==> src/hw/rtl/osft_pkg.sv <==
// Shared types and constants for the oxygen sensor fuel trim core.
// Used by osft_trim_step and oxygen_sensor_fuel_trim_core.
package osft_pkg;

   localparam logic [7:0] MAX_THROTTLE = 8'd200;
   localparam logic [7:0] MAX_PRESSURE = 8'd100;
   localparam logic [7:0] NEUTRAL_TRIM = 8'd100;

   localparam int REQ_DATA_W = 48;
   localparam int RSP_DATA_W = 16;
   localparam int CSR_ADDR_W = 3;
   localparam int CSR_DATA_W = 8;

   typedef enum logic [CSR_ADDR_W-1:0] {
      CSR_STEP_SIZE     = 3'd0,
      CSR_RPM_MIN       = 3'd1,
      CSR_COOLANT_MIN   = 3'd2,
      CSR_SENSOR_TARGET = 3'd3,
      CSR_TRIM_LIMIT    = 3'd4,
      CSR_STEP_INTERVAL = 3'd5,
      CSR_WIDEBAND_MODE = 3'd6
   } csr_index_type;

   typedef struct packed {
      logic [6:0] step_size;
      logic [7:0] rpm_min;
      logic [7:0] coolant_min;
      logic [7:0] sensor_target;
      logic [6:0] trim_limit;
      logic [7:0] step_interval;
      logic       wideband_mode;
   } cfg_type;

   typedef struct packed {
      logic [3:0] new_pulses;
      logic       sensor_not_ready;
      logic       enrich_active;
      logic [7:0] sensor_reading;
      logic [7:0] manifold_kpa;
      logic [7:0] throttle_pos;
      logic [7:0] coolant_temp;
      logic [7:0] engine_speed;
   } item_type;

   typedef struct packed {
      logic       stepped;
      logic       loop_open;
      logic [7:0] correction;
   } result_type;

endpackage

==> src/hw/rtl/oxygen_sensor_fuel_trim_core.sv <==
// Closed-loop exhaust oxygen fuel trim core: one result beat per request beat.
// Results are registered in the output register or the skid; one request beat per cycle while the skid is empty.
// Trim and pulse counter update at the accept edge; a two-entry result buffer
// (output register plus skid) keeps requests flowing while a result waits.
// Synchronous active-high reset: trim to 100, counter and config registers to 0, buffer empty.
// Depends on osft_pkg and osft_trim_step.
module oxygen_sensor_fuel_trim_core (
   input  logic                             clock,
   input  logic                             reset,
   input  logic                             req_tvalid,
   output logic                             req_tready,
   // engine_speed, coolant_temp, throttle_pos, manifold_kpa, sensor_reading,
   // enrich_active, sensor_not_ready, new_pulses, zero pad
   input  logic [osft_pkg::REQ_DATA_W-1:0]  req_tdata,
   output logic                             rsp_tvalid,
   input  logic                             rsp_tready,
   // correction, loop_open, stepped, zero pad
   output logic [osft_pkg::RSP_DATA_W-1:0]  rsp_tdata,
   input  logic                             csr_we,
   input  logic [osft_pkg::CSR_ADDR_W-1:0]  csr_addr,
   input  logic [osft_pkg::CSR_DATA_W-1:0]  csr_wdata
);

   osft_pkg::cfg_type    cfg_ff;
   osft_pkg::item_type   item;
   osft_pkg::result_type step_result;
   osft_pkg::result_type out_ff, out_in, skid_ff, skid_in;
   logic                 out_valid_ff, out_valid_in, skid_valid_ff, skid_valid_in;
   logic [7:0]           trim_ff, trim_in, pulse_ff, pulse_in;
   logic                 accept, take;

   assign item       = osft_pkg::item_type'(req_tdata[45:0]);
   assign req_tready = !skid_valid_ff;
   assign accept     = req_tvalid && !skid_valid_ff;
   assign take       = out_valid_ff && rsp_tready;
   assign rsp_tvalid = out_valid_ff;
   assign rsp_tdata  = {6'd0, out_ff};

   osft_trim_step u_step (
      .cfg        (cfg_ff),
      .item       (item),
      .trim_cur   (trim_ff),
      .pulse_cur  (pulse_ff),
      .trim_next  (trim_in),
      .pulse_next (pulse_in),
      .result     (step_result)
   );

   always_comb begin
      out_in        = out_ff;
      skid_in       = skid_ff;
      out_valid_in  = out_valid_ff;
      skid_valid_in = skid_valid_ff;
      if (!out_valid_ff || take) begin
         if (skid_valid_ff) begin
            out_in        = skid_ff;
            out_valid_in  = 1'b1;
            skid_valid_in = 1'b0;
         end else begin
            out_in       = step_result;
            out_valid_in = accept;
         end
      end else if (accept) begin
         skid_in       = step_result;
         skid_valid_in = 1'b1;
      end
   end

   always_ff @(posedge clock) begin
      out_ff  <= out_in;
      skid_ff <= skid_in;
      if (reset) begin
         out_valid_ff  <= 1'b0;
         skid_valid_ff <= 1'b0;
         trim_ff       <= osft_pkg::NEUTRAL_TRIM;
         pulse_ff      <= 8'd0;
      end else begin
         out_valid_ff  <= out_valid_in;
         skid_valid_ff <= skid_valid_in;
         if (accept) begin
            trim_ff  <= trim_in;
            pulse_ff <= pulse_in;
         end
      end
   end

   always_ff @(posedge clock) begin
      if (reset) begin
         cfg_ff <= '0;
      end else if (csr_we) begin
         unique case (csr_addr)
            osft_pkg::CSR_STEP_SIZE:     cfg_ff.step_size     <= csr_wdata[6:0];
            osft_pkg::CSR_RPM_MIN:       cfg_ff.rpm_min       <= csr_wdata;
            osft_pkg::CSR_COOLANT_MIN:   cfg_ff.coolant_min   <= csr_wdata;
            osft_pkg::CSR_SENSOR_TARGET: cfg_ff.sensor_target <= csr_wdata;
            osft_pkg::CSR_TRIM_LIMIT:    cfg_ff.trim_limit    <= csr_wdata[6:0];
            osft_pkg::CSR_STEP_INTERVAL: cfg_ff.step_interval <= csr_wdata;
            osft_pkg::CSR_WIDEBAND_MODE: cfg_ff.wideband_mode <= csr_wdata[0];
            default:                     cfg_ff               <= cfg_ff;
         endcase
      end
   end

endmodule

==> src/hw/rtl/osft_trim_step.sv <==
// Combinational trim update for one beat: disable check, counter, step and clamp.
// Depends on osft_pkg.
module osft_trim_step (
   input  osft_pkg::cfg_type    cfg,
   input  osft_pkg::item_type   item,
   input  logic [7:0]           trim_cur,
   input  logic [7:0]           pulse_cur,
   output logic [7:0]           trim_next,
   output logic [7:0]           pulse_next,
   output osft_pkg::result_type result
);

   logic [8:0]        pulse_sum;
   logic [7:0]        pulse_sat;
   logic              open_loop;
   logic              do_step;
   logic              below;
   logic              lean;
   logic [8:0]        hi_lim;
   logic [8:0]        lean_sum;
   logic [7:0]        lean_val;
   logic signed [9:0] lo_lim;
   logic signed [9:0] rich_diff;
   logic signed [9:0] rich_clamp;
   logic [7:0]        rich_val;

   always_comb begin
      pulse_sum = {1'b0, pulse_cur} + {5'd0, item.new_pulses};
      pulse_sat = pulse_sum[8] ? 8'hFF : pulse_sum[7:0];

      open_loop = (cfg.step_size == 7'd0) || (item.engine_speed < cfg.rpm_min) ||
                  item.enrich_active || (item.coolant_temp < cfg.coolant_min) ||
                  (item.throttle_pos > osft_pkg::MAX_THROTTLE) || item.sensor_not_ready ||
                  (item.manifold_kpa > osft_pkg::MAX_PRESSURE);
      do_step   = !open_loop && (pulse_sat > cfg.step_interval);

      below = item.sensor_reading < cfg.sensor_target;
      lean  = cfg.wideband_mode ? !below : below;

      hi_lim   = {1'b0, osft_pkg::NEUTRAL_TRIM} + {2'd0, cfg.trim_limit};
      lean_sum = {1'b0, trim_cur} + {2'd0, cfg.step_size};
      lean_val = (lean_sum > hi_lim) ? hi_lim[7:0] : lean_sum[7:0];

      lo_lim     = $signed({2'b00, osft_pkg::NEUTRAL_TRIM}) - $signed({3'b000, cfg.trim_limit});
      rich_diff  = $signed({2'b00, trim_cur}) - $signed({3'b000, cfg.step_size});
      rich_clamp = (rich_diff < lo_lim) ? lo_lim : rich_diff;
      rich_val   = (rich_clamp < 10'sd0) ? 8'd0 : rich_clamp[7:0];

      trim_next  = trim_cur;
      pulse_next = pulse_sat;
      if (open_loop) begin
         trim_next  = osft_pkg::NEUTRAL_TRIM;
         pulse_next = 8'd0;
      end else if (do_step) begin
         pulse_next = 8'd0;
         if (item.sensor_reading != cfg.sensor_target) begin
            trim_next = lean ? lean_val : rich_val;
         end
      end

      result.correction = trim_next;
      result.loop_open  = open_loop;
      result.stepped    = do_step;
   end

endmodule
==> config.mk <==
export PLATFORM = sky130hd
export DESIGN_NAME = oxygen_sensor_fuel_trim_core
export DESIGN_NICKNAME = d
export VERILOG_FILES = /design/src/hw/rtl/osft_pkg.sv /design/src/hw/rtl/oxygen_sensor_fuel_trim_core.sv /design/src/hw/rtl/osft_trim_step.sv
export SDC_FILE = /design/constraint.sdc
export NUM_CORES = 1
export LEC_CHECK = 0
export BUFFER_PORTS_ARGS = -buffer_cell sky130_fd_sc_hd__buf_2
export CAP_MARGIN = 20
export CORE_UTILIZATION = 45
export DETAILED_ROUTE_END_ITERATION = 8
export GPL_TIMING_DRIVEN = 0
export SLEW_MARGIN = 20
export SYNTH_ARGS = -nofsm -noshare
export SYNTH_HDL_FRONTEND = slang
export SYNTH_SLANG_ARGS = --single-unit
export TNS_END_PERCENT = 20
==> constraint.sdc <==
create_clock -name clock -period 7.6 [get_ports clock]
set_input_delay 1.14 -clock clock [delete_from_list [all_inputs] [get_ports clock]]
set_output_delay 1.14 -clock clock [all_outputs]
set_load 0.02 [all_outputs]
# Word-level counts from Yosys, hierarchy flattened
# Cells that the tools add are included.
[word_totals]
register_bits = 85
latch_bits = 0
memories = 0
mem_bits_ro = 0
output_inout_bits = 18
elab_cells = 77
in_bits = 64
ramBits = 0
[op_classes]
n_reduce_logical = 25
div = 0
n_mux = 13
shifts = 0
n_eq_ne = 7
multipliers = 0
n_lt_le_gt_ge = 9
bitwise_logic = 1
n_addsub = 5
[op_table]
columns = ["cell", "count"]
rows = [
  ["8-bit 2-to-1 mux", 9],
  ["8-bit < comparator", 3],
  ["10-bit 2-to-1 mux", 2],
  ["2-bit AND reduction", 8],
  ["10-bit by 1-bit < comparator with 1-bit output, second input constant", 1],
  ["10-bit < comparator", 1],
  ["8-bit by 4-bit adder with 9-bit output", 1],
  ["8-bit by 7-bit adder with 9-bit output", 1],
  ["3-bit equality test, second input constant", 3],
  ["9-bit > comparator", 1],
  ["8-bit by 7-bit subtractor with 9-bit output", 1],
  ["7-bit by 7-bit adder with 8-bit output, first input constant", 1],
  ["8-bit by 7-bit > comparator with 1-bit output, second input constant", 1],
  ["8-bit > comparator", 1],
  ["8-bit > comparator, second input constant", 1],
  ["8-bit != test", 1],
  ["7-bit by 7-bit subtractor with 8-bit output, first input constant", 1],
  ["7-bit zero test", 1],
  ["1-bit logical OR", 7],
  ["3-bit by 2-bit equality test with 1-bit output, second input constant", 2],
  ["1-bit zero test", 4],
  ["3-bit by 1-bit equality test with 1-bit output, second input constant", 1],
  ["1-bit logical AND", 3],
  ["3-bit zero test", 1],
  ["3 further kinds", 4],
]

# Logic depth before layout (Yosys ltp)
# Gate-level depths: netlist of the first run.
[depth]
depth_word = 12
ltp_mapped = 18
depth_no_buf = 18

# Hierarchy
# Synthesis of the first run repeated with hierarchy kept, for this count alone.
[unflattened]
hier_cells = 692
area_unflattened_um2 = 6113.4
[by_module_without_submodules]
columns = ["mod", "seq_area_each_um2", "area_each_um2", "instances", "cells_each"]
rows = [
  ["oxygen_sensor_fuel_trim_core", 1901.8, 3153.0, 1, 299],
  ["osft_trim_step", 0.0, 2960.3, 1, 393],
]

# Worst setup path before layout of the first run
# No wires, ideal clock.
[synth_timing]
kind = "input-to-reg"
startpoint = "input req_tdata[42] in the netlist's numbering"
endpoint = "register out_ff, in the netlist rsp_tdata[5], data pin"
arrival_time_ps = 4403
stages = 16
slack_ps = 2937
cell_sequence = "ha_1 -> fa_1 -> a21o_1 -> a21oi_1 -> nand2b_1 -> nand2_1 -> mux2_2 -> ha_1 -> and3_1 -> nand3_1 -> nor2_1 -> a21oi_1 -> o21ai_0 -> nor2_1 -> a41oi_2 -> mux2_2"
[synth_lines]
columns = ["element", "line", "source"]
rows = [
  ["from (decl)", "oxygen_sensor_fuel_trim_core.sv:14", "input logic [osft_pkg::REQ_DATA_W-1:0] req_tdata,"],
  ["to (signal assigned)", "oxygen_sensor_fuel_trim_core.sv:70", "out_ff <= out_in;"],
  ["to (decl)", "oxygen_sensor_fuel_trim_core.sv:27", "osft_pkg::result_type out_ff, out_in, skid_ff, skid_in;"],
]

==> results_dict.tcl, run 1 <==
set metrics [dict create \
    leakagePower_nw 2.80 \
    pwr-share-clk_pct 42.6 \
    yosysMostFrequentCell "nand2_1" \
    first_pass_iters 5 \
    criticalPathCategory "input port to register" \
    root_buffer "clkbuf_16" \
    cts_resized 0 \
    cts_tree "yes" \
    r2r_cells 16 \
    slew_viol_final 0 \
    cts_sinks 85 \
    period_share_pct 67.9 \
    p_per_area_nw_per_um2 170 \
    first_global_vias 5333 \
    combinationalPowerShare_pct 17.5 \
    sw_frac_of_total_pct 26.9 \
    cts_max_level 3 \
    place_ws_ns 2.11 \
    rsz0062_at_grt "no" \
    detail_route.wl_per_cell_um 15.6 \
    synth_edf_count 20 \
    fin_skew_ns 0.00922 \
    slew_headroom_pct 41.8 \
    numCtsBuffers 9 \
    cts_setup_buffers 0 \
    ff2ff_setup_slack_ns 3.04 \
    grt_usage_pct 23.6 \
    yosysTopAreaCell "dfxtp_1" \
    seq_power_share_pct 39.9 \
    grt_max_degree 16 \
    max_freq_mhz 194 \
    netlist_area_um2 6090 \
    netlist.area_leader.share_pct 21.4 \
    finalHoldViolations 0 \
    worstMarginPinSlew_ns 0.870 \
    fin_tns_setup_ns 0 \
    final_nets 963 \
    net-switching-power_w 0.000321 \
    worstPathMaxFanout 6 \
    syn2layout_area_growth_pct 15.7 \
    cts_hold_buf 0 \
    async_flop_share_pct 0 \
    dpl.cell_count 993 \
    overflow 0 \
    drc_errors 0 \
    ant_nets 0 \
    diodes 0 \
    drt_iter0_drc 220 \
    num_rows 42 \
    worst_ep_required_time_ns 7.70 \
    peakVddDrop_v 0.000147 \
    port_buffers 72 \
    cp-end-kind "register" \
    clk_path_buf_depth 2 \
    core_area_um2 13200 \
    synth_top_flop_cell "dfxtp_1" \
    yosys-top-cells-count "nand2_1, a21oi_1, ha_1" \
    final_cells 1009 \
    layout-drive-gt1-share_pct 15.1 \
    status "complete, no violations" \
    layout_setup_ws_ns 2.44 \
    grt_first_pass_wirelength_um 26100 \
    ys_ff_latch 85 \
    whs_path_depth 2 \
    critPathLaunchType "input port" \
    antenna_found_initial 0 \
    setup_viol 0 \
    die_h_um 118 \
    fillers 1329 \
    place_hpwl_um 12600 \
    gp_congestion 0.887 \
    vias 5500 \
    synth.area.top_cells "dfxtp_1, ha_1, edfxtp_1" \
    maxCapViolCount 0 \
    hold_ws_ns 0.456 \
    syn_inst 740 \
    post_synth.cell_area_avg_um2 8.23 \
    min_period_ns 5.16 \
    synth.yosys.seq_area_share_pct 31.2 \
    crit_arrival_ns 5.26 \
    fin_area_um2 7040 \
    clk_latency_ns 0.34 \
    clk_pin_slew_worst_paths_ns 0.07 \
    p_int_w 0.000874 \
    avgViaCountPerCell 5.45 \
    drt_wl_total_um 15800 \
    dpl-instance-area_um2 6690 \
    hold_path_class "register to register" \
    yosys_warnings 0 \
    synthDistinctLibCells 75 \
    pin_count 82 \
    die_x_um 118 \
    die_area_um2 14000 \
    start_util_pct 46.0 \
]
==> worst paths after layout <==
path | startpoint | endpoint
worst min-delay path | pulse_ff[0] | pulse_ff[0]
worst max register to register | pulse_ff[0] | rsp_tdata[5]
worst min register to register | pulse_ff[0] | pulse_ff[0]
worst max-delay path | req_tdata[42] | rsp_tdata[5]
==> metrics by stage <==
stage,power [W],util (%)
after floorplan,0.000629,-
after global placement,0.000690,50.5
after detailed placement,0.000695,50.5
after CTS,0.00121,53.2
after global routing,0.00125,53.2
final,0.00120,53.2
==> layer usage <==
layer	wire length, um	vias to the layer above	global-route usage (%)
met1	7010	2562	29.2
li1	-	2795	-
met4	368	0	8.97
met2	7800	117	41.3
met3	601	26	3.52
met5	0	-	0
==> critical path: stages <==
cell and delay, ns:
buf_2 0.10, ha_1 0.22, fa_1 0.41, a21o_1 0.20, a21oi_1 0.25, nand2b_1 0.18, nand2_1 0.06, mux2_2 0.28
ha_1 0.29, and3_1 0.20, nand3_1 0.09, nor2_1 0.04, a21oi_1 0.35, o21ai_0 0.41, nor2_1 0.48, a41oi_2 0.24
mux2_2 0.32
==> power by group through the flow <==
stage	clock network [W]	registers [W]	logic [W]
detailed placement	0	0.000487	0.000207
floorplan	0	0.000489	0.000140
global placement	0	0.000487	0.000203
CTS	0.000519	0.000477	0.000209
finish	0.000509	0.000477	0.000209
global route	0.000536	0.000478	0.000234
==> flip-flops by register name, summed over array words and instances, names as in the netlist <==
register	cells
cfg_ff	47
rsp_tdata	10
skid_ff	10
pulse_ff	8
trim_ff	8
rsp_tvalid	1
skid_valid_ff	1
==> layout by cell type (no fill, tap or decap), drive strengths merged, types with 6 or more instances in the layout <==
cell type  netlist  routed
nand2          117     117
dfxtp           65      65
a22oi            7       7
ha              68      68
a21o            10      10
conb             1       6
mux2             6       6
xor2             6       6
nor2            52      52
o21a             9       9
a31oi            7       7
a21oi           72      72
xnor2           12      12
nand2b          17      17
o211ai           6       6
nor3            11      11
inv             58      58
nor2b           12      12
mux2i           14      14
or3              7       7
buf             13      85
o21ai           29      29
o31ai            6       6
clkbuf          16      25
and2             6       6
nand3           19      19
edfxtp          20      20
==> cell type report <==
cell class,count,area (um^2),share of cell area [%]
multi-input combinational,573,3850,54.6
buffer,29,148,2.10
tap,176,220,3.13
clock buffer,9,225,3.20
clock inverter,7,124,1.76
inverter,58,218,3.09
timing repair buffer,72,360,5.12
sequential,85,1900,27.0
==> logic make-up (layout without fill, tap and decap cells) <==
kind of cell / after synthesis / count (layout) / share of synthesized area [%]
and+or+nand+nor: 260 / 260 / 19.7
AOI/OAI and AO/OA: 198 / 198 / 22.0
buffers and inverters: 87 / 175 / 6.00
DFF: 85 / 85 / 31.2
adders and majority gates: 71 / 71 / 15.0
muxes: 20 / 20 / 3.41
xor gates and xnor gates: 18 / 18 / 2.59
other: 1 / 6 / 0.0616
No activity file was read; power rests on OpenSTA's default activity.
==> run 2: changes to the inputs <==
--- a/config.mk
+++ b/config.mk
@@ -10,6 +10,7 @@
 export CORE_UTILIZATION = 45
 export DETAILED_ROUTE_END_ITERATION = 8
 export GPL_TIMING_DRIVEN = 0
+export PLACE_DENSITY = 0.67
 export SLEW_MARGIN = 20
 export SYNTH_ARGS = -nofsm -noshare
 export SYNTH_HDL_FRONTEND = slang
==> constraint.sdc (replaced) <==
create_clock -name clock -period 4.3 [get_ports clock]
set_input_delay 0.645 -clock clock [delete_from_list [all_inputs] [get_ports clock]]
set_output_delay 0.645 -clock clock [all_outputs]
set_load 0.02 [all_outputs]
==> results_dict.tcl, run 2 (synthesis results as in run 1) <==
set metrics [dict create \
    highest_layer "met5" \
    avgViaCountPerCell 5.41 \
    root_buffer "clkbuf_16" \
    first_global_vias 5215 \
    grt_first_pass_wirelength_um 25500 \
    clk_pin_slew_worst_paths_ns 0.06 \
    syn2layout_area_growth_pct 17.0 \
    vias 5458 \
    regMostFlops "cfg_ff" \
    drt_wl_total_um 15400 \
    setup_viol 0 \
    clk_path_buf_depth 2 \
    drc_errors 0 \
    finalHoldViolations 0 \
    layout-drive-gt1-share_pct 17.0 \
    period_share_pct 97.0 \
    cp_common_cell "ha_1" \
    die_h_um 118 \
    fillers 1317 \
    seq_power_share_pct 41.0 \
    min_period_ns 4.17 \
    hold_path_class "register to register" \
    multiInputGateArea_um2 3940 \
    final_cells 1009 \
    criticalPathCategory "register to register" \
    p_per_area_nw_per_um2 289 \
    worst_path_max_delay_cell "or3b_1" \
    detail_route.wl_per_cell_um 15.2 \
    ant_nets 0 \
    mostFrequentLayoutCells "nand2_1, buf_2, a21oi_1, ha_1, dfxtp_1" \
    rsz0062_at_grt "yes" \
    worstMarginPinSlew_ns 0.894 \
    drt_iter0_drc 299 \
    crit_buf_inv 0 \
    final_nets 964 \
    mostFrequentLayoutCell "nand2_1" \
    combinationalPowerShare_pct 18.5 \
    pwr-share-clk_pct 40.5 \
    fin_skew_ns 0.00911 \
    leakagePower_nw 2.84 \
    largest_reg_flops 47 \
    p_int_w 0.00150 \
    port_buffers 72 \
    cts_hold_buf 0 \
    place_ws_ns -0.707 \
    dpl.cell_count 993 \
    cts_max_level 3 \
    slew_headroom_pct 40.2 \
    cp-end-kind "register" \
    numCtsBuffers 9 \
    overflow 0 \
    slew_viol_final 0 \
    layout_setup_ws_ns 0.129 \
    die_area_um2 14000 \
    core_area_um2 13200 \
    crit_path_max_incr_delay_ns 0.42 \
    net-switching-power_w 0.000554 \
    grt_usage_pct 23.0 \
    dpl-instance-area_um2 6690 \
    pin_count 82 \
    worst_ep_required_time_ns 4.39 \
    met2RoutedLength_um 7210 \
    place_hpwl_um 11900 \
    peakVddDrop_v 0.000204 \
    worstPathMaxFanout 5 \
    max_freq_mhz 240 \
    grt_max_degree 14 \
    diodes 0 \
    first_pass_iters 5 \
    ff_latch_area_um2 1900 \
    wl_met1_um 6910 \
    crit_arrival_ns 4.27 \
    num_rows 42 \
    cts_tree "yes" \
    critPathLaunchType "register" \
    die_x_um 118 \
    cts_sinks 85 \
    crit_chain "ha_1, fa_1, nor2b_1, o311a_1, o21a_1, or3_1, nand2_1, ha_1, nand3_1, o31ai_2, o311ai_2, or3b_1, a311oi_2, o21ai_2, a31o_1" \
    start_util_pct 46.0 \
    wl_met3_um 896 \
    antenna_found_initial 1 \
    status "complete, no violations" \
    fin_area_um2 7130 \
    clk_latency_ns 0.35 \
    path_delay_family "compound AO/OA/AOI/OAI gates" \
    gp_congestion 0.878 \
    hold_ws_ns 0.455 \
    sw_frac_of_total_pct 26.9 \
    maxCapViolCount 0 \
]
[run 2: cell count changes in the layout (fill, tap and decap cells not counted), sizes merged]
cell	delta
buf	+1
bufinv	-2
clkbuf	+2
clkinv	-1
clkinvlp	-1
dlymetal6s2s	+1
[run 2: through the flow]
| step | power [W] | setup TNS [ns] | util, % |
|---|---|---|---|
| finish | 0.00206 | 0 | 53.8 |
| global route | 0.00215 | -0.238 | 53.8 |
| CTS | 0.00206 | 0 | 53.1 |
| detailed placement | 0.00122 | -6.62 | 50.5 |
| global placement | 0.00122 | -5.57 | 50.5 |
| floorplan | 0.00111 | 0 | - |
[run 2: worst paths after layout]
check                  start            to  slack, ns  cells after the start
setup / recovery  cfg_ff[40]  rsp_tdata[6]       0.13                     15
hold reg to reg    cfg_ff[5]     cfg_ff[5]       0.46                      2
setup reg to reg  cfg_ff[40]  rsp_tdata[6]       0.13                     15
hold / removal     cfg_ff[5]     cfg_ff[5]       0.46                      2
[run 2: routing by layer]
metal | up-vias | GRT usage (%)
met3 | 22 | 5.07
met4 | 2 | 7.37
li1 | 2798 | -
met2 | 130 | 38.5
met5 | - | 0
met1 | 2506 | 29.1
[run 2: final cells by class]
class | count | share of cell area, %
plain buffers | 28 | 2.02
clock buffers | 12 | 3.97
clock inverters | 3 | 0.562
inverters | 58 | 3.05
multi-input cells | 573 | 55.3
flip-flops and latches | 85 | 26.7
well taps | 176 | 3.09
repair buffers | 74 | 5.34
[run 2: worst min-delay path, stage by stage, from the launching register on]
cell and delay, ns:
dfxtp_1 0.31, nand2_1 0.05, a21oi_1 0.05
[run 2: power by group through the flow]
stage / combinational (W) / clock [W] / sequential [W]
after floorplan: 0.000247 / 0 / 0.000865
after global placement: 0.000359 / 0 / 0.000861
after detailed placement: 0.000362 / 0 / 0.000861
after CTS: 0.000368 / 0.000850 / 0.000844
after global routing: 0.000423 / 0.000878 / 0.000845
final: 0.000381 / 0.000833 / 0.000844
[run 2: repair_timing]
item / 4_1_cts / 5_1_grt
resized for setup: 5 / 17
pin swaps: 0 / 1
setup endpoints to repair: 15 / 24
setup buffers: 0 / 1
